File: src/hdl/kgd_pkg.sv
// ----------------------------------------------------------------------------
// Key gesture detector package
// Shared widths, codes, per-key state type and parameter defaults.
// ----------------------------------------------------------------------------
package kgd_pkg;

  localparam int NUM_KEYS_DEF    = 8;
  localparam int FIFO_SLOTS_DEF  = 10;
  localparam int SCAN_PERIOD_DEF = 20;

  localparam int CMD_W      = 2;
  localparam int LEVEL_W    = 8;
  localparam int KEY_IDX_W  = 3;
  localparam int ACT_W      = 4;
  localparam int TIMER_W    = 16;
  localparam int FLAG_W     = 6;
  localparam int DIV_W      = 5;
  localparam int CFG_IDX_W  = 3;
  localparam int CFG_DATA_W = 16;
  localparam int IN_DATA_W  = 16;
  localparam int OUT_DATA_W = 8;

  localparam logic [ACT_W-1:0]   ACTIVE_KEYS_RST = 4'd0;
  localparam logic [TIMER_W-1:0] LONG_TICKS_RST  = 16'd1000;
  localparam logic [TIMER_W-1:0] DOUBLE_TICKS_RST = 16'd300;
  localparam logic [TIMER_W-1:0] REPEAT_TICKS_RST = 16'd200;
  localparam logic [LEVEL_W-1:0] PRESS_MASK_RST  = 8'h00;

  localparam logic [FLAG_W-1:0] FLAG_NONE   = 6'h00;
  localparam logic [FLAG_W-1:0] FLAG_DOWN   = 6'h01;
  localparam logic [FLAG_W-1:0] FLAG_UP     = 6'h02;
  localparam logic [FLAG_W-1:0] FLAG_CLICK  = 6'h04;
  localparam logic [FLAG_W-1:0] FLAG_DOUBLE = 6'h08;
  localparam logic [FLAG_W-1:0] FLAG_LONG   = 6'h10;
  localparam logic [FLAG_W-1:0] FLAG_REPEAT = 6'h20;

  typedef enum logic [CMD_W-1:0] {
    CMD_TICK  = 2'd0,
    CMD_READ  = 2'd1,
    CMD_CLEAR = 2'd2,
    CMD_NONE  = 2'd3
  } kgd_cmd_e;

  typedef enum logic [CFG_IDX_W-1:0] {
    CFG_ACTIVE_KEYS  = 3'd0,
    CFG_LONG_TICKS   = 3'd1,
    CFG_DOUBLE_TICKS = 3'd2,
    CFG_REPEAT_TICKS = 3'd3,
    CFG_PRESS_MASK   = 3'd4
  } kgd_cfg_e;

  typedef enum logic [4:0] {
    G_IDLE       = 5'b00001,
    G_HELD       = 5'b00010,
    G_WAIT_2ND   = 5'b00100,
    G_HELD_2ND   = 5'b01000,
    G_REPEATING  = 5'b10000
  } kgd_gst_e;

  typedef struct packed {
    logic               prev;
    logic               cur;
    kgd_gst_e           gst;
    logic [TIMER_W-1:0] timer;
  } kgd_key_t;

  typedef struct packed {
    logic [TIMER_W-1:0] long_ticks;
    logic [TIMER_W-1:0] double_ticks;
    logic [TIMER_W-1:0] repeat_ticks;
  } kgd_timing_t;

endpackage

File: src/hdl/kgd_key_step.sv
// ----------------------------------------------------------------------------
// Key gesture step unit
// Shared per-key update: timer countdown, edge flags and gesture machine.
// ----------------------------------------------------------------------------
module kgd_key_step (
  input  kgd_pkg::kgd_key_t                key_i,
  input  logic                             now_i,
  input  logic                             scan_i,
  input  kgd_pkg::kgd_timing_t             timing_i,
  output kgd_pkg::kgd_key_t                key_o,
  output logic [kgd_pkg::FLAG_W-1:0]       flags_o
);
  import kgd_pkg::*;

  logic [TIMER_W-1:0] tmr;

  always_comb begin
    tmr     = (key_i.timer != '0) ? key_i.timer - TIMER_W'(1) : key_i.timer;
    key_o   = key_i;
    key_o.timer = tmr;
    flags_o = FLAG_NONE;
    if (scan_i) begin
      key_o.prev = key_i.cur;
      key_o.cur  = now_i;
      if (!key_i.cur && now_i) begin
        flags_o = flags_o | FLAG_DOWN;
      end else if (key_i.cur && !now_i) begin
        flags_o = flags_o | FLAG_UP;
      end
      case (key_i.gst)
        G_IDLE: begin
          if (now_i) begin
            key_o.timer = timing_i.long_ticks;
            key_o.gst   = G_HELD;
          end
        end
        G_HELD: begin
          if (!now_i) begin
            key_o.timer = timing_i.double_ticks;
            key_o.gst   = G_WAIT_2ND;
          end else if (tmr == '0) begin
            key_o.timer = timing_i.repeat_ticks;
            key_o.gst   = G_REPEATING;
            flags_o     = flags_o | FLAG_LONG;
          end
        end
        G_WAIT_2ND: begin
          if (now_i) begin
            key_o.gst = G_HELD_2ND;
            flags_o   = flags_o | FLAG_DOUBLE;
          end else if (tmr == '0) begin
            key_o.gst = G_IDLE;
            flags_o   = flags_o | FLAG_CLICK;
          end
        end
        G_HELD_2ND: begin
          if (!now_i) begin
            key_o.gst = G_IDLE;
          end
        end
        G_REPEATING: begin
          if (!now_i) begin
            key_o.gst = G_IDLE;
          end else if (tmr == '0) begin
            key_o.timer = timing_i.repeat_ticks;
            flags_o     = flags_o | FLAG_REPEAT;
          end
        end
        default: begin
          key_o.gst = key_i.gst;
        end
      endcase
    end
  end

endmodule

File: src/hdl/kgd_event_ram.sv
// ----------------------------------------------------------------------------
// Key gesture event store
// One write port and one registered read port over all key FIFOs.
// ----------------------------------------------------------------------------
module kgd_event_ram #(
  parameter int DEPTH = kgd_pkg::NUM_KEYS_DEF * kgd_pkg::FIFO_SLOTS_DEF,
  parameter int AW    = (DEPTH > 1) ? $clog2(DEPTH) : 1
) (
  input  logic                        clk_i,
  input  logic                        we_i,
  input  logic [AW-1:0]               waddr_i,
  input  logic [kgd_pkg::FLAG_W-1:0]  wdata_i,
  input  logic                        re_i,
  input  logic [AW-1:0]               raddr_i,
  output logic [kgd_pkg::FLAG_W-1:0]  rdata_o
);
  import kgd_pkg::*;

  logic [FLAG_W-1:0] mem [DEPTH];
  logic [FLAG_W-1:0] rdata_q;

  always_ff @(posedge clk_i) begin
    if (we_i) begin
      mem[waddr_i] <= wdata_i;
    end
  end

  always_ff @(posedge clk_i) begin
    if (re_i) begin
      rdata_q <= mem[raddr_i];
    end
  end

  assign rdata_o = rdata_q;

endmodule

File: src/hdl/key_gesture_detector_fifo_unit.sv
// ----------------------------------------------------------------------------
// Key gesture detector with per-key event FIFOs
// Tick: the shared step unit visits one active key per cycle, and the input
//   is held until the last one (active keys, capped at NUM_KEYS) is visited.
// Read: event store read is registered, then goes to the output register;
//   the input is held until that load, longer while an earlier result waits.
// Clear and unused commands do not hold the input. Reset clears all control
//   and key state; the event store is not cleared and needs no clearing pass.
// ----------------------------------------------------------------------------
module key_gesture_detector_fifo_unit #(
  parameter int NUM_KEYS    = kgd_pkg::NUM_KEYS_DEF,
  parameter int FIFO_SLOTS  = kgd_pkg::FIFO_SLOTS_DEF,
  parameter int SCAN_PERIOD = kgd_pkg::SCAN_PERIOD_DEF
) (
  input  logic                             clk_i,
  input  logic                             rst_ni,
  // key_levels[7:0], key_index[10:8], zero pad [15:11]
  input  logic [kgd_pkg::IN_DATA_W-1:0]    s_axis_tdata,
  // cmd[1:0]
  input  logic [kgd_pkg::CMD_W-1:0]        s_axis_tuser,
  input  logic                             s_axis_tvalid,
  output logic                             s_axis_tready,
  // event_flags[5:0], zero pad [7:6]
  output logic [kgd_pkg::OUT_DATA_W-1:0]   m_axis_tdata,
  // fifo_was_empty[0]
  output logic                             m_axis_tuser,
  output logic                             m_axis_tvalid,
  input  logic                             m_axis_tready,
  input  logic                             cfg_valid_i,
  output logic                             cfg_ready_o,
  input  logic [kgd_pkg::CFG_IDX_W-1:0]    cfg_index_i,
  input  logic [kgd_pkg::CFG_DATA_W-1:0]   cfg_data_i
);
  import kgd_pkg::*;

  localparam int KW    = (NUM_KEYS > 1) ? $clog2(NUM_KEYS) : 1;
  localparam int CW    = $clog2(NUM_KEYS + 1);
  localparam int PW    = $clog2(FIFO_SLOTS);
  localparam int DEPTH = NUM_KEYS * FIFO_SLOTS;
  localparam int AW    = (DEPTH > 1) ? $clog2(DEPTH) : 1;

  typedef enum logic [2:0] {
    S_IDLE = 3'b001,
    S_TICK = 3'b010,
    S_READ = 3'b100
  } seq_state_e;

  function automatic logic [PW-1:0] slot_after(input logic [PW-1:0] p);
    return (p == PW'(FIFO_SLOTS - 1)) ? '0 : p + PW'(1);
  endfunction

  seq_state_e          st_q, st_d;
  logic [KW-1:0]       k_q;
  logic [LEVEL_W-1:0]  levels_q;
  logic                scan_q;
  logic                hit_q;
  logic [DIV_W-1:0]    div_q;

  logic [ACT_W-1:0]    active_keys_q;
  kgd_timing_t         timing_q;
  logic [LEVEL_W-1:0]  press_mask_q;

  kgd_key_t            key_q [NUM_KEYS];
  logic [PW-1:0]       rp_q  [NUM_KEYS];
  logic [PW-1:0]       wp_q  [NUM_KEYS];

  logic                out_valid_q;
  logic [FLAG_W-1:0]   out_flags_q;
  logic                out_empty_q;

  kgd_cmd_e            cmd;
  logic [LEVEL_W-1:0]  in_levels;
  logic [KEY_IDX_W-1:0] in_key;
  logic [KW-1:0]       ridx;
  logic                idx_ok;
  logic                rd_hit;
  logic                s_acc;
  logic [CW-1:0]       n_eff;
  logic                proc;
  logic                last_key;
  logic [DIV_W-1:0]    div_next;
  logic                now;
  kgd_key_t            key_nxt;
  logic [FLAG_W-1:0]   flags;
  logic                ram_we;
  logic                ram_re;
  logic [AW-1:0]       waddr;
  logic [AW-1:0]       raddr;
  logic [FLAG_W-1:0]   rdata;
  logic                out_load;

  assign cmd       = kgd_cmd_e'(s_axis_tuser);
  assign in_levels = s_axis_tdata[7:0];
  assign in_key    = s_axis_tdata[10:8];
  assign ridx      = KW'(in_key);
  assign idx_ok    = 32'(in_key) < NUM_KEYS;
  assign rd_hit    = idx_ok && (rp_q[ridx] != wp_q[ridx]);

  assign s_axis_tready = (st_q == S_IDLE);
  assign s_acc         = s_axis_tvalid && s_axis_tready;
  assign cfg_ready_o   = 1'b1;

  always_comb begin
    if (32'(active_keys_q) > NUM_KEYS) begin
      n_eff = CW'(NUM_KEYS);
    end else begin
      n_eff = CW'(active_keys_q);
    end
  end

  assign proc     = (st_q == S_TICK) && (n_eff != '0);
  assign last_key = (n_eff == '0) || (CW'(k_q) == n_eff - CW'(1));
  assign div_next = div_q + DIV_W'(1);
  assign now      = (32'(k_q) < 32'd8) &&
                    (levels_q[3'(k_q)] == press_mask_q[3'(k_q)]);

  kgd_key_step u_step (
    .key_i    (key_q[k_q]),
    .now_i    (now),
    .scan_i   (scan_q),
    .timing_i (timing_q),
    .key_o    (key_nxt),
    .flags_o  (flags)
  );

  assign ram_we = proc && (flags != FLAG_NONE) && (slot_after(wp_q[k_q]) != rp_q[k_q]);
  assign waddr  = AW'(k_q) * AW'(FIFO_SLOTS) + AW'(wp_q[k_q]);
  assign ram_re = s_acc && (cmd == CMD_READ) && rd_hit;
  assign raddr  = AW'(ridx) * AW'(FIFO_SLOTS) + AW'(rp_q[ridx]);

  kgd_event_ram #(
    .DEPTH (DEPTH),
    .AW    (AW)
  ) u_ram (
    .clk_i   (clk_i),
    .we_i    (ram_we),
    .waddr_i (waddr),
    .wdata_i (flags),
    .re_i    (ram_re),
    .raddr_i (raddr),
    .rdata_o (rdata)
  );

  assign out_load = (st_q == S_READ) && (!out_valid_q || m_axis_tready);

  always_comb begin
    st_d = st_q;
    case (st_q)
      S_IDLE: begin
        if (s_acc && cmd == CMD_TICK) begin
          st_d = S_TICK;
        end else if (s_acc && cmd == CMD_READ) begin
          st_d = S_READ;
        end
      end
      S_TICK: begin
        if (last_key) begin
          st_d = S_IDLE;
        end
      end
      S_READ: begin
        if (out_load) begin
          st_d = S_IDLE;
        end
      end
      default: begin
        st_d = S_IDLE;
      end
    endcase
  end

  always_ff @(posedge clk_i or negedge rst_ni) begin
    if (!rst_ni) begin
      st_q  <= S_IDLE;
      k_q   <= '0;
      div_q <= '0;
    end else begin
      st_q <= st_d;
      if (s_acc && cmd == CMD_TICK) begin
        k_q   <= '0;
        div_q <= (div_next >= DIV_W'(SCAN_PERIOD)) ? '0 : div_next;
      end else if (st_q == S_TICK && !last_key) begin
        k_q <= k_q + KW'(1);
      end
    end
  end

  always_ff @(posedge clk_i) begin
    if (s_acc) begin
      levels_q <= in_levels;
      scan_q   <= div_next >= DIV_W'(SCAN_PERIOD);
      hit_q    <= rd_hit;
    end
  end

  always_ff @(posedge clk_i or negedge rst_ni) begin
    if (!rst_ni) begin
      active_keys_q         <= ACTIVE_KEYS_RST;
      timing_q.long_ticks   <= LONG_TICKS_RST;
      timing_q.double_ticks <= DOUBLE_TICKS_RST;
      timing_q.repeat_ticks <= REPEAT_TICKS_RST;
      press_mask_q          <= PRESS_MASK_RST;
    end else if (cfg_valid_i && cfg_ready_o) begin
      case (kgd_cfg_e'(cfg_index_i))
        CFG_ACTIVE_KEYS:  active_keys_q         <= cfg_data_i[ACT_W-1:0];
        CFG_LONG_TICKS:   timing_q.long_ticks   <= cfg_data_i[TIMER_W-1:0];
        CFG_DOUBLE_TICKS: timing_q.double_ticks <= cfg_data_i[TIMER_W-1:0];
        CFG_REPEAT_TICKS: timing_q.repeat_ticks <= cfg_data_i[TIMER_W-1:0];
        CFG_PRESS_MASK:   press_mask_q          <= cfg_data_i[LEVEL_W-1:0];
        default: begin
        end
      endcase
    end
  end

  always_ff @(posedge clk_i or negedge rst_ni) begin
    if (!rst_ni) begin
      for (int i = 0; i < NUM_KEYS; i++) begin
        key_q[i] <= '{prev: 1'b0, cur: 1'b0, gst: G_IDLE, timer: '0};
        rp_q[i]  <= '0;
        wp_q[i]  <= '0;
      end
    end else begin
      if (proc) begin
        key_q[k_q] <= key_nxt;
      end
      if (ram_we) begin
        wp_q[k_q] <= slot_after(wp_q[k_q]);
      end
      if (ram_re) begin
        rp_q[ridx] <= slot_after(rp_q[ridx]);
      end
      if (s_acc && cmd == CMD_CLEAR && idx_ok) begin
        rp_q[ridx] <= '0;
        wp_q[ridx] <= '0;
      end
    end
  end

  always_ff @(posedge clk_i or negedge rst_ni) begin
    if (!rst_ni) begin
      out_valid_q <= 1'b0;
    end else if (out_load) begin
      out_valid_q <= 1'b1;
    end else if (m_axis_tready) begin
      out_valid_q <= 1'b0;
    end
  end

  always_ff @(posedge clk_i) begin
    if (out_load) begin
      out_flags_q <= hit_q ? rdata : FLAG_NONE;
      out_empty_q <= !hit_q;
    end
  end

  assign m_axis_tvalid = out_valid_q;
  assign m_axis_tdata  = {2'b00, out_flags_q};
  assign m_axis_tuser  = out_empty_q;

  a_read_enters_wait: assert property (@(posedge clk_i) disable iff (!rst_ni)
    (s_acc && cmd == CMD_READ) |=> (st_q == S_READ))
    else $error("read request did not enter the result wait");

  a_read_holds_on_stall: assert property (@(posedge clk_i) disable iff (!rst_ni)
    (st_q == S_READ && m_axis_tvalid && !m_axis_tready) |=>
    (st_q == S_READ && $stable(m_axis_tdata) && $stable(m_axis_tuser)))
    else $error("pending read result overwritten while stalled");

  a_key_in_range: assert property (@(posedge clk_i) disable iff (!rst_ni)
    proc |-> (CW'(k_q) < n_eff))
    else $error("tick visits a key beyond the active count");

endmodule

File: config.mk
export PLATFORM = sky130hd
export DESIGN_NAME = key_gesture_detector_fifo_unit
export DESIGN_NICKNAME = d
export VERILOG_FILES = /design/src/hdl/kgd_pkg.sv /design/src/hdl/kgd_key_step.sv /design/src/hdl/kgd_event_ram.sv /design/src/hdl/key_gesture_detector_fifo_unit.sv
export SDC_FILE = /design/constraint.sdc
export NUM_CORES = 1
export LEC_CHECK = 0
export BUFFER_PORTS_ARGS = -buffer_cell sky130_fd_sc_hd__buf_2
export CAP_MARGIN = 20
export CORE_UTILIZATION = 40
export CTS_CLUSTER_DIAMETER = 120
export DETAILED_ROUTE_END_ITERATION = 16
export PLACE_DENSITY_LB_ADDON = 0.2
export SLEW_MARGIN = 15
export SYNTH_ARGS = -nofsm -noshare
export SYNTH_HDL_FRONTEND = slang
export SYNTH_HIERARCHICAL = 1
export SYNTH_SLANG_ARGS = --single-unit
File: constraint.sdc
create_clock -name clk_i -period 25.9 [get_ports clk_i]
set_clock_uncertainty 0.1 [all_clocks]
set_input_delay 2.59 -clock clk_i [delete_from_list [all_inputs] [get_ports clk_i]]
set_output_delay 2.59 -clock clk_i [all_outputs]
set_load 0.05 [all_outputs]
== Word-level counts from Yosys, hierarchy flattened ==
Memories as Yosys holds them, arrays and structs flattened. A register that Yosys moved wholly into a read port is not among the register bits.
Cells that the tools add are included.

* Memory bits (read-only): 0
* Register bits after elaboration: 337
* Memories kept: 1
* Latch bits: 0
* Output and inout port bits: 12
* Bits in writable memories: 480
* Word-level logic and storage cells: 214
* Input bits: 42

{| class="wikitable"
|+ Memory list
! memory !! depth !! width !! rd ports !! clocked after memory_dff !! wr ports !! RTL line !! text
|-
| u_ram.mem || 80 || 6 || 1 || 1 || 1 || kgd_event_ram.sv:19 || <nowiki>logic [FLAG_W-1:0] mem [DEPTH];</nowiki>
|}

* $add $sub $neg: 8
* Magnitude comparators: 7
* Multiply operators: 2
* Divide/modulo/power cells: 0
* Shift operators: 0
* Reduce and logical (&&, ||, !) cells: 37
* Bitwise operators: 5
* Equal/unequal tests: 23
* Mux-type cells: 69

{| class="wikitable"
|+ Operator list
! kind !! count
|-
| $bwmux W184 || 1
|-
| $mux W32 || 4
|-
| $mux W23 || 4
|-
| $bmux W23 S3 || 1
|-
| $demux W23 S3 || 1
|-
| $and A32 B32 Y32 || 2
|-
| $bwmux W32 || 2
|-
| $mux W21 || 3
|-
| $mux W4 || 13
|-
| $bmux W4 S3 || 4
|-
| $mux W16 || 3
|-
| $pmux W16 S3 || 1
|-
| $not A32 Y32 || 1
|-
| $mux W5 || 6
|-
| $demux W4 S3 || 2
|-
| $mux W6 || 4
|-
| $mux W3 || 7
|-
| $pmux W5 S4 || 1
|-
| $pmux W6 S3 || 1
|-
| $logic_not A16 Y1 || 1
|-
| $reduce_bool A16 Y1 || 1
|-
| $sub A16 B1 Y16 const B || 1
|-
| $add A7 B4 Y7 || 2
|-
| $logic_and A1 B1 Y1 || 14
|-
| 42 further kinds || 71
|}

== Depth between registers and ports, before layout ==
Gate-level depths: netlist (run 1).

* Word-level depth: 17
* Depth in mapped cells: 25
* Depth with buffers taken out: 18

== Hierarchy ==
Netlist (run 1), hierarchy kept.

{| class="wikitable"
|+ By module, submodules not included
! module !! area an instance (um2) !! times used !! cells each !! sequential area each (um2)
|-
| kgd_event_ram || 18982.0 || 1 || 867 || 14594.0
|-
| key_gesture_detector_fifo_unit || 16056.6 || 1 || 1256 || 8545.7
|-
| kgd_key_step || 1778.0 || 1 || 300 || 0.0
|}

== Least setup slack after synthesis (run 1) ==
No wires, ideal clock.

* Kind: register to register
* Start: register k_q[0]
* End: memory u_ram.mem[49][0], enable pin
* Slack: 15.442 ns
* Clock period less this slack: 10.458 ns
* Arrival time: 9.981 ns
* Stages on the path, launching flop included: 25
* Path buffers: 7
* Library setup time: 0.377 ns
* Path through: dfrtp_1 -> buf_6 -> buf_4 -> buf_2 -> clkbuf_1 -> nor3_1 -> clkbuf_1 -> a22oi_1 -> nand4_1 -> inv_1 -> ha_1 -> or3b_1 -> clkbuf_1 -> o41ai_2 -> o41ai_1 -> nor3_1 -> nand3_1 -> nor4_1 -> nor4_1 -> a21o_1 -> clkbuf_1 -> nor2_1 -> and4b_1 -> nand2_1 -> nor3_1

* Cells in the longest elaborated chain, start to end: 16
* Elaborated cells on any way between the ends: 47

{| class="wikitable"
|+ RTL lines
! what !! RTL line !! text
|-
| start, declared || key_gesture_detector_fifo_unit.sv:53 || <nowiki>logic [KW-1:0] k_q;</nowiki>
|-
| start signal, assigned || key_gesture_detector_fifo_unit.sv:183 || <nowiki>k_q <= k_q + KW'(1);</nowiki>
|-
| $not A3 Y4 (implied by the code) || key_gesture_detector_fifo_unit.sv:118 || <nowiki>.key_i (key_q[k_q]),</nowiki>
|-
| $bmux W23 S3 || key_gesture_detector_fifo_unit.sv:118 ||
|-
| $mux W23 (implied by the code) (2 in series) || key_gesture_detector_fifo_unit.sv:118 ||
|-
| $sub A16 B1 Y16 / $reduce_bool A16 Y1 (equally long branches) || kgd_key_step.sv:18 || <nowiki>tmr = (key_i.timer != '0) ? key_i.timer - TIMER_W'(1) : key_i.timer;</nowiki>
|-
| $mux W16 || kgd_key_step.sv:18 ||
|-
| $logic_not A16 Y1 || kgd_key_step.sv:51 || <nowiki>end else if (tmr == '0) begin</nowiki>
|-
| $mux W3 || kgd_key_step.sv:51 ||
|-
| $mux W6 || kgd_key_step.sv:48 || <nowiki>if (now_i) begin</nowiki>
|-
| $pmux W6 S3 * || kgd_key_step.sv:30 || <nowiki>case (key_i.gst)</nowiki>
|-
| $mux W6 * || kgd_key_step.sv:22 || <nowiki>if (scan_i) begin</nowiki>
|-
| via flags[2] || key_gesture_detector_fifo_unit.sv:84 || <nowiki>logic [FLAG_W-1:0] flags;</nowiki>
|-
| $reduce_bool A6 Y1 * || key_gesture_detector_fifo_unit.sv:126 || <nowiki>assign ram_we = proc && (flags != FLAG_NONE) && (slot_after(wp_q[k_q]) != rp_q[k_q]);</nowiki>
|-
| $logic_and A1 B1 Y1 * (2 in series) || key_gesture_detector_fifo_unit.sv:126 ||
|-
| via ram_we || key_gesture_detector_fifo_unit.sv:85 || <nowiki>logic ram_we;</nowiki>
|-
| $mux W1 * || kgd_event_ram.sv:23 || <nowiki>if (we_i) begin</nowiki>
|-
| $mux W1 (implied by the code) * || kgd_event_ram.sv:24 || <nowiki>mem[waddr_i] <= wdata_i;</nowiki>
|-
| end, declared || kgd_event_ram.sv:19 ||
|}

The timed path passes the listed nets; every way through them passes the cells marked *. The select of a mux whose other input is x is not followed.

== Worst setup path in the final report (run 1) ==
* Start: register k_q[0]
* End: memory u_ram.mem[38][3], enable pin

The elaborated chain is that of the path after synthesis.

==> impl_results.md, run 1 <==
* Outcome: completed
* Fin. Hold Viols at 0
* Detailed Routing Iterations Pass 1 at 7
* Final wirelength at 92200 microns
* Iteration-0 DRC Markers at 1671
* Internal at 2.38 mW
* RD Place Congestion at 0.897
* Clock power share at 35.1%
* Chip height at 304 microns
* CTS Buf Count at 87
* Die ar. at 92400 sq um
* Clock sink total at 815
* Syn Inst Count at 2401
* Detailed-route via count at 21800
* Startpoint Class: flip-flop
* CP Data Arrival Time at 9.22 ns
* Nets@finish at 2516
* Setup TNS at 0 ns
* Max-Cap Viols at 0
* Mapped cell area at 36500 sq um
* # setup viols final at 0
* Multi-input gate area at 12900 sq um
* Reg power frac at 44.5%
* DRC errors left at 0
* Port Buffer Count at 45
* Area Overhead vs Synth at 11.7%
* CP Max Fanout at 81
* Largest net degree at the start of global routing at 100
* Core area at 90100 sq um
* Fillers at 7888
* Post-CTS Setup Inserts at 0
* First-pass GRT wire length at 141000 microns
* CTS tree: built
* Pleak at 15.7 nW
* Register area at 22900 sq um
* Chip Width at 304 microns
* Clock transition at path regs at 0.05 ns
* Fin cells at 3694
* VDD IR max at 0.0667 mV
* Area of placed instances at 38000 sq um
* Initial antenna violation count at 0
* Psw at 1.02 mW
* Hold Buf Count CTS at 0
* Pre-CTS setup slack at 16.84 ns
* CP Capture Type: flip-flop
* Slew Viols, Final at 0
* H-Tree Depth at 3
* Sw frac at 30.0%
* Initial Utilization at 40.5%
* Fmax at 110 MHz
* CTS Root Cell: clkbuf_16
* Vias in the first global route at 22500
* # diodes at 0
* Reg2Reg Setup Slack at 16.84 ns
* Clock Path Buffers at 3
* Post-route ant nets at 0
* I/O Pins at 54
* Crit Path Category: flip-flop to flip-flop
* Share of post-route cells with drive strength above 1 at 26.4%
* Total Power at 3.39 mW
* Worst slew pin tran at 1.06 ns
* Fin area at 40700 sq um
* Yosys warns at 6
* CTS resizes at 0
* Wire per inst at 25.0 microns
* Post-layout min period at 9.06 ns
* Max_slew headroom at 29.3%
* Hold Path Class: flip-flop to flip-flop
* RSZ-0062 raised after global routing: no
* PD cells at 83.3 nW/um^2
* CP required at 26.06 ns
* Mean post-synth cell area at 15.2 sq um
* Clock Latency Late Sink at 0.64 ns
* Detailed Place HPWL at 58600 microns
* Fin crit share at 35.0%
* Fin worst setup slack at 16.84 ns
* Combinational Power Share at 20.4%
* Row count at 110
* Total GRT Usage at 20.0%
* Placed cells at 3534
* Vias per inst at 5.89
* Total grt overflow at 0
-- worst paths after layout --
kind,end,depth (start not counted),from
worst min register to register,key_q[83],1,key_q[83]
max in group asynchronous,k_q[0],2,rst_ni
min in group asynchronous,timing_q[8],1,rst_ni
worst min-delay path,key_q[83],1,key_q[83]
worst max register to register,u_ram/mem[38][3],21,k_q[0]
worst max-delay path,u_ram/mem[38][3],21,k_q[0]
-- routing by layer --
metal	vias up	routed length (microns)	GRT usage, %
li1	9561	-	-
met1	11400	39400	26.5
met2	619	45700	34.0
met3	152	4600	2.95
met4	0	2440	6.26
met5	-	0	0
-- worst max-delay path, cell delays in order (launching register included) --
cell	delay [ns]
dfrtp_2	0.59
buf_4	0.42
nand2b_1	0.36
nor2_2	0.05
buf_4	0.26
a22oi_1	0.23
nand4_1	0.27
inv_1	0.18
ha_1	0.24
or3b_1	0.50
nor3_1	0.47
o211ai_1	0.18
nor3_1	0.57
nand3_1	0.49
nor4_2	0.39
buf_4	0.68
nor4_1	0.10
a21o_1	0.39
nor2_1	0.55
nor2b_1	0.31
nand3_1	0.57
nor2_1	0.70
-- sequential cells by signal, indices dropped and copies added, names as in the netlist --
name and count:
k_q 3, timing_q 48, div_q 5, rp_q 32, m_axis_tuser 1, st_q 3
m_axis_tvalid 1, levels_q 8, press_mask_q 8, u_ram/rdata_o 6, wp_q 32, key_q 176
scan_q 1, hit_q 1, active_keys_q 4, out_flags_q 6, u_ram/mem 480
-- power by group through the flow --
stage / Clock (mW) / Combinational [mW] / Sequential (mW)
global route: 1.27 / 0.749 / 1.52
finish: 1.19 / 0.692 / 1.51
floorplan: 0 / 0.473 / 1.52
global placement: 0 / 0.677 / 1.53
CTS: 1.22 / 0.695 / 1.51
detailed placement: 0 / 0.692 / 1.54
-- placed cells by master (no fill, tap or decap), types with 16 or more instances in the layout --
cell type	count
nor3_1	38
and2_1	16
buf_2	44
mux2_2	245
a22oi_1	143
clkinv_2	18
nor3b_1	17
mux2i_1	58
nand2b_1	29
dfrtp_1	289
buf_4	40
nor2b_1	20
a22o_1	23
nand2_1	138
o21ai_0	39
mux4_2	129
nand3_1	29
inv_1	22
edfxtp_1	503
nand4_1	41
nor2_1	138
clkbuf_1	24
ha_1	22
o2bb2ai_1	16
clkbuf_16	89
a21oi_1	38
dfstp_2	22
-- metrics by stage --
stage               hold slack, ns  utilization, %
global route                 0.410            45.2
CTS                          0.405            45.2
global placement             0.387            42.1
floorplan                    0.367               -
detailed placement           0.393            42.1
finish                       0.403            45.2
-- layout make-up --
class | instances | share of cell area, %
Clock buffer | 120 | 5.91
Timing Repair Buffer | 89 | 1.41
Tap cell | 1176 | 3.61
Multi-Input combinational cell | 1430 | 31.7
Clock inverter | 37 | 0.777
Sequential cell | 815 | 56.3
Inverter | 27 | 0.261
No activity file was read; power rests on OpenSTA's default activity.
==> run 2, diff against run 1 <==
Clock period 25.9 ns to 9 ns, I/O delays scaled along.
==> run 2 against run 1 <==
Net effect: clock power grew to 3.1 times the previous value; non-clock buffer count grew 19; wire length grew 1.4%; global-route usage grew 0.45 points; sequential share of layout area shrank 0.57 points; final area grew 1.0%; first-iteration DRC count grew 9.7%; combinational power grew to 3.0 times the previous value; cell count grew 0.79%; clock-buffer cell count shrank 4; critical path depth shrank 3; setup slack lost 16 ns; largest cell class unchanged; largest power group unchanged.
==> impl_results.md, run 2 (synthesis results as in run 1) <==
* Grt met3 use at 3.38%
* Vias in the first global route at 22800
* GR peak layer: met2
* CP Max Fanout at 16
* Row count at 110
* Crit path launch: k_q[1]
* Reg power frac at 43.1%
* Initial antenna violation count at 1
* Clock power share at 36.6%
* Post-layout min period at 7.68 ns
* Critical path cell sequence: and3b_1, a22oi_1, nand4_1, inv_1, ha_1, or3b_1, nor4_1, mux2_2, a21oi_1, nand3_1, buf_4, nor4_4, nor4_1, a21o_1, nor2_1, nor2b_1, nand3_1, nor2_1
* CP required at 9.19 ns
* Die ar. at 92400 sq um
* Largest net degree at the start of global routing at 134
* Biggest regs: u_ram/mem x480, key_q x176, timing_q x48
* CP Capture Point: u_ram/mem[30][2]
* Placed cells at 3553
* Psw at 3.06 mW
* H-Tree Depth at 3
* Detailed-route via count at 22000
* Vias per inst at 5.92
* Area Overhead vs Synth at 12.8%
* Reg2Reg Setup Slack at 1.32 ns
* Post-CTS Setup Inserts at 0
* Initial Utilization at 40.5%
* CTS Buf Count at 89
* Max reg flops at 480
* Clock Path Buffers at 3
* CTS resizes at 0
* Crit Path Category: flip-flop to flip-flop
* CTS Root Cell: clkbuf_16
* Wire per inst at 25.1 microns
* Clock sink total at 815
* Hold Buf Count CTS at 0
* Startpoint Class: flip-flop
* Max_slew headroom at 21.8%
* Pleak at 16.0 nW
* Most frequent cells in the layout: edfxtp_1 (503), dfrtp_1 (289), mux2_2 (245)
* CP Data Arrival Time at 7.87 ns
* CTS tree: built
* RD Place Congestion at 0.855
* Worst slew pin tran at 1.17 ns
* Chip height at 304 microns
* Setup TNS at 0 ns
* First-pass GRT wire length at 145000 microns
* Port Buffer Count at 45
* Outcome: completed
* Clock Latency Late Sink at 0.67 ns
* Slew Viols, Final at 0
* Final wirelength at 93500 microns
* Sw frac at 30.3%
* DRC errors left at 0
* Core area at 90100 sq um
* Min Hold Slack at 0.140 ns
* Met2 usage at 33.9%
* RSZ-0062 raised after global routing: no
* Post-route ant nets at 0
* Chip Width at 304 microns
* Fmax at 130 MHz
* # setup viols final at 0
* Detailed Place HPWL at 59800 microns
* Max-Cap Viols at 0
* Iteration-0 DRC Markers at 1833
* R2R Path End: u_ram/mem[30][2]
* I/O Pins at 54
* CP Capture Type: flip-flop
* VDD IR max at 0.231 mV
* PD cells at 245 nW/um^2
* Met1 usage at 27.9%
* Crit-path max cell delay at 0.73 ns
* Largest Register: u_ram/mem
* Worst path slowest cell: dfrtp_1
* Commonest non-fill, non-tap cell in the layout: edfxtp_1
* Internal at 7.03 mW
* Worst r2r src: k_q[1]
* Share of post-route cells with drive strength above 1 at 27.1%
* Total grt overflow at 0
* Fin cells at 3723
* Detailed Routing Iterations Pass 1 at 7
* Fin. Hold Viols at 0
* Reg2Reg Depth at 18
* Hold Path Class: primary input to async pin
* Nets@finish at 2537
* Total GRT Usage at 20.5%
* Clock transition at path regs at 0.06 ns
* Fin crit share at 85.3%
* Combinational Power Share at 20.3%
run 2: cell type report:
type | count | area, sq um
Clock buffer | 116 | 2410
Tap cell | 1176 | 1470
Fill cell | 7794 | 49000
Sequential cell | 815 | 22900
Antenna cell | 2 | 5.00
Timing Repair Buffer | 108 | 732
Inverter | 27 | 106
Clock inverter | 49 | 557
Multi-Input combinational cell | 1430 | 12900
run 2: worst min path at each step:
stage	start	endpoint	slack [ns]	cells after the start
floorplan	rp_q[21]	rp_q[21]	0.37	1
CTS	rst_ni	timing_q[22]	0.15	1
finish	rst_ni	timing_q[22]	0.14	1
global route	rst_ni	timing_q[22]	0.20	1
detailed placement	key_q[126]	key_q[126]	0.39	1
global placement	rp_q[21]	rp_q[21]	0.39	1
run 2: worst max-delay path, delay by kind of cell, from the launching register on:
kind	cells	cell delay, ns
simple gates	11	4.29
fa+ha+maj	1	0.25
flops	1	0.73
mux	1	0.42
buf+inv	2	0.45
compound gates	3	1.03
run 2: per-layer routing:
layer	up-vias	part of all wire [%]
met2	717	49
met1	11600	43
li1	9599	-
met3	148	5.7
met4	0	2.2
met5	-	0
run 2: power groups by stage:
stage / logic, mW / registers [mW] / clock network (mW)
3_5_place_dp: 2.04 / 4.42 / 0
4_1_cts: 2.04 / 4.34 / 3.78
5_1_grt: 2.19 / 4.36 / 3.93
6_report: 2.05 / 4.34 / 3.69
2_1_floorplan: 1.37 / 4.39 / 0
3_3_place_gp: 1.99 / 4.41 / 0
run 2: metrics by stage:
step	setup WS, ns	area, sq um	power (mW)	util [%]
2_1_floorplan	0.296	36500	5.75	-
3_3_place_gp	1.61	38100	6.40	42.3
3_5_place_dp	1.46	38200	6.46	42.3
4_1_cts	1.44	41100	10.2	45.6
5_1_grt	0.996	41100	10.5	45.6
6_report	1.32	41200	10.1	45.6
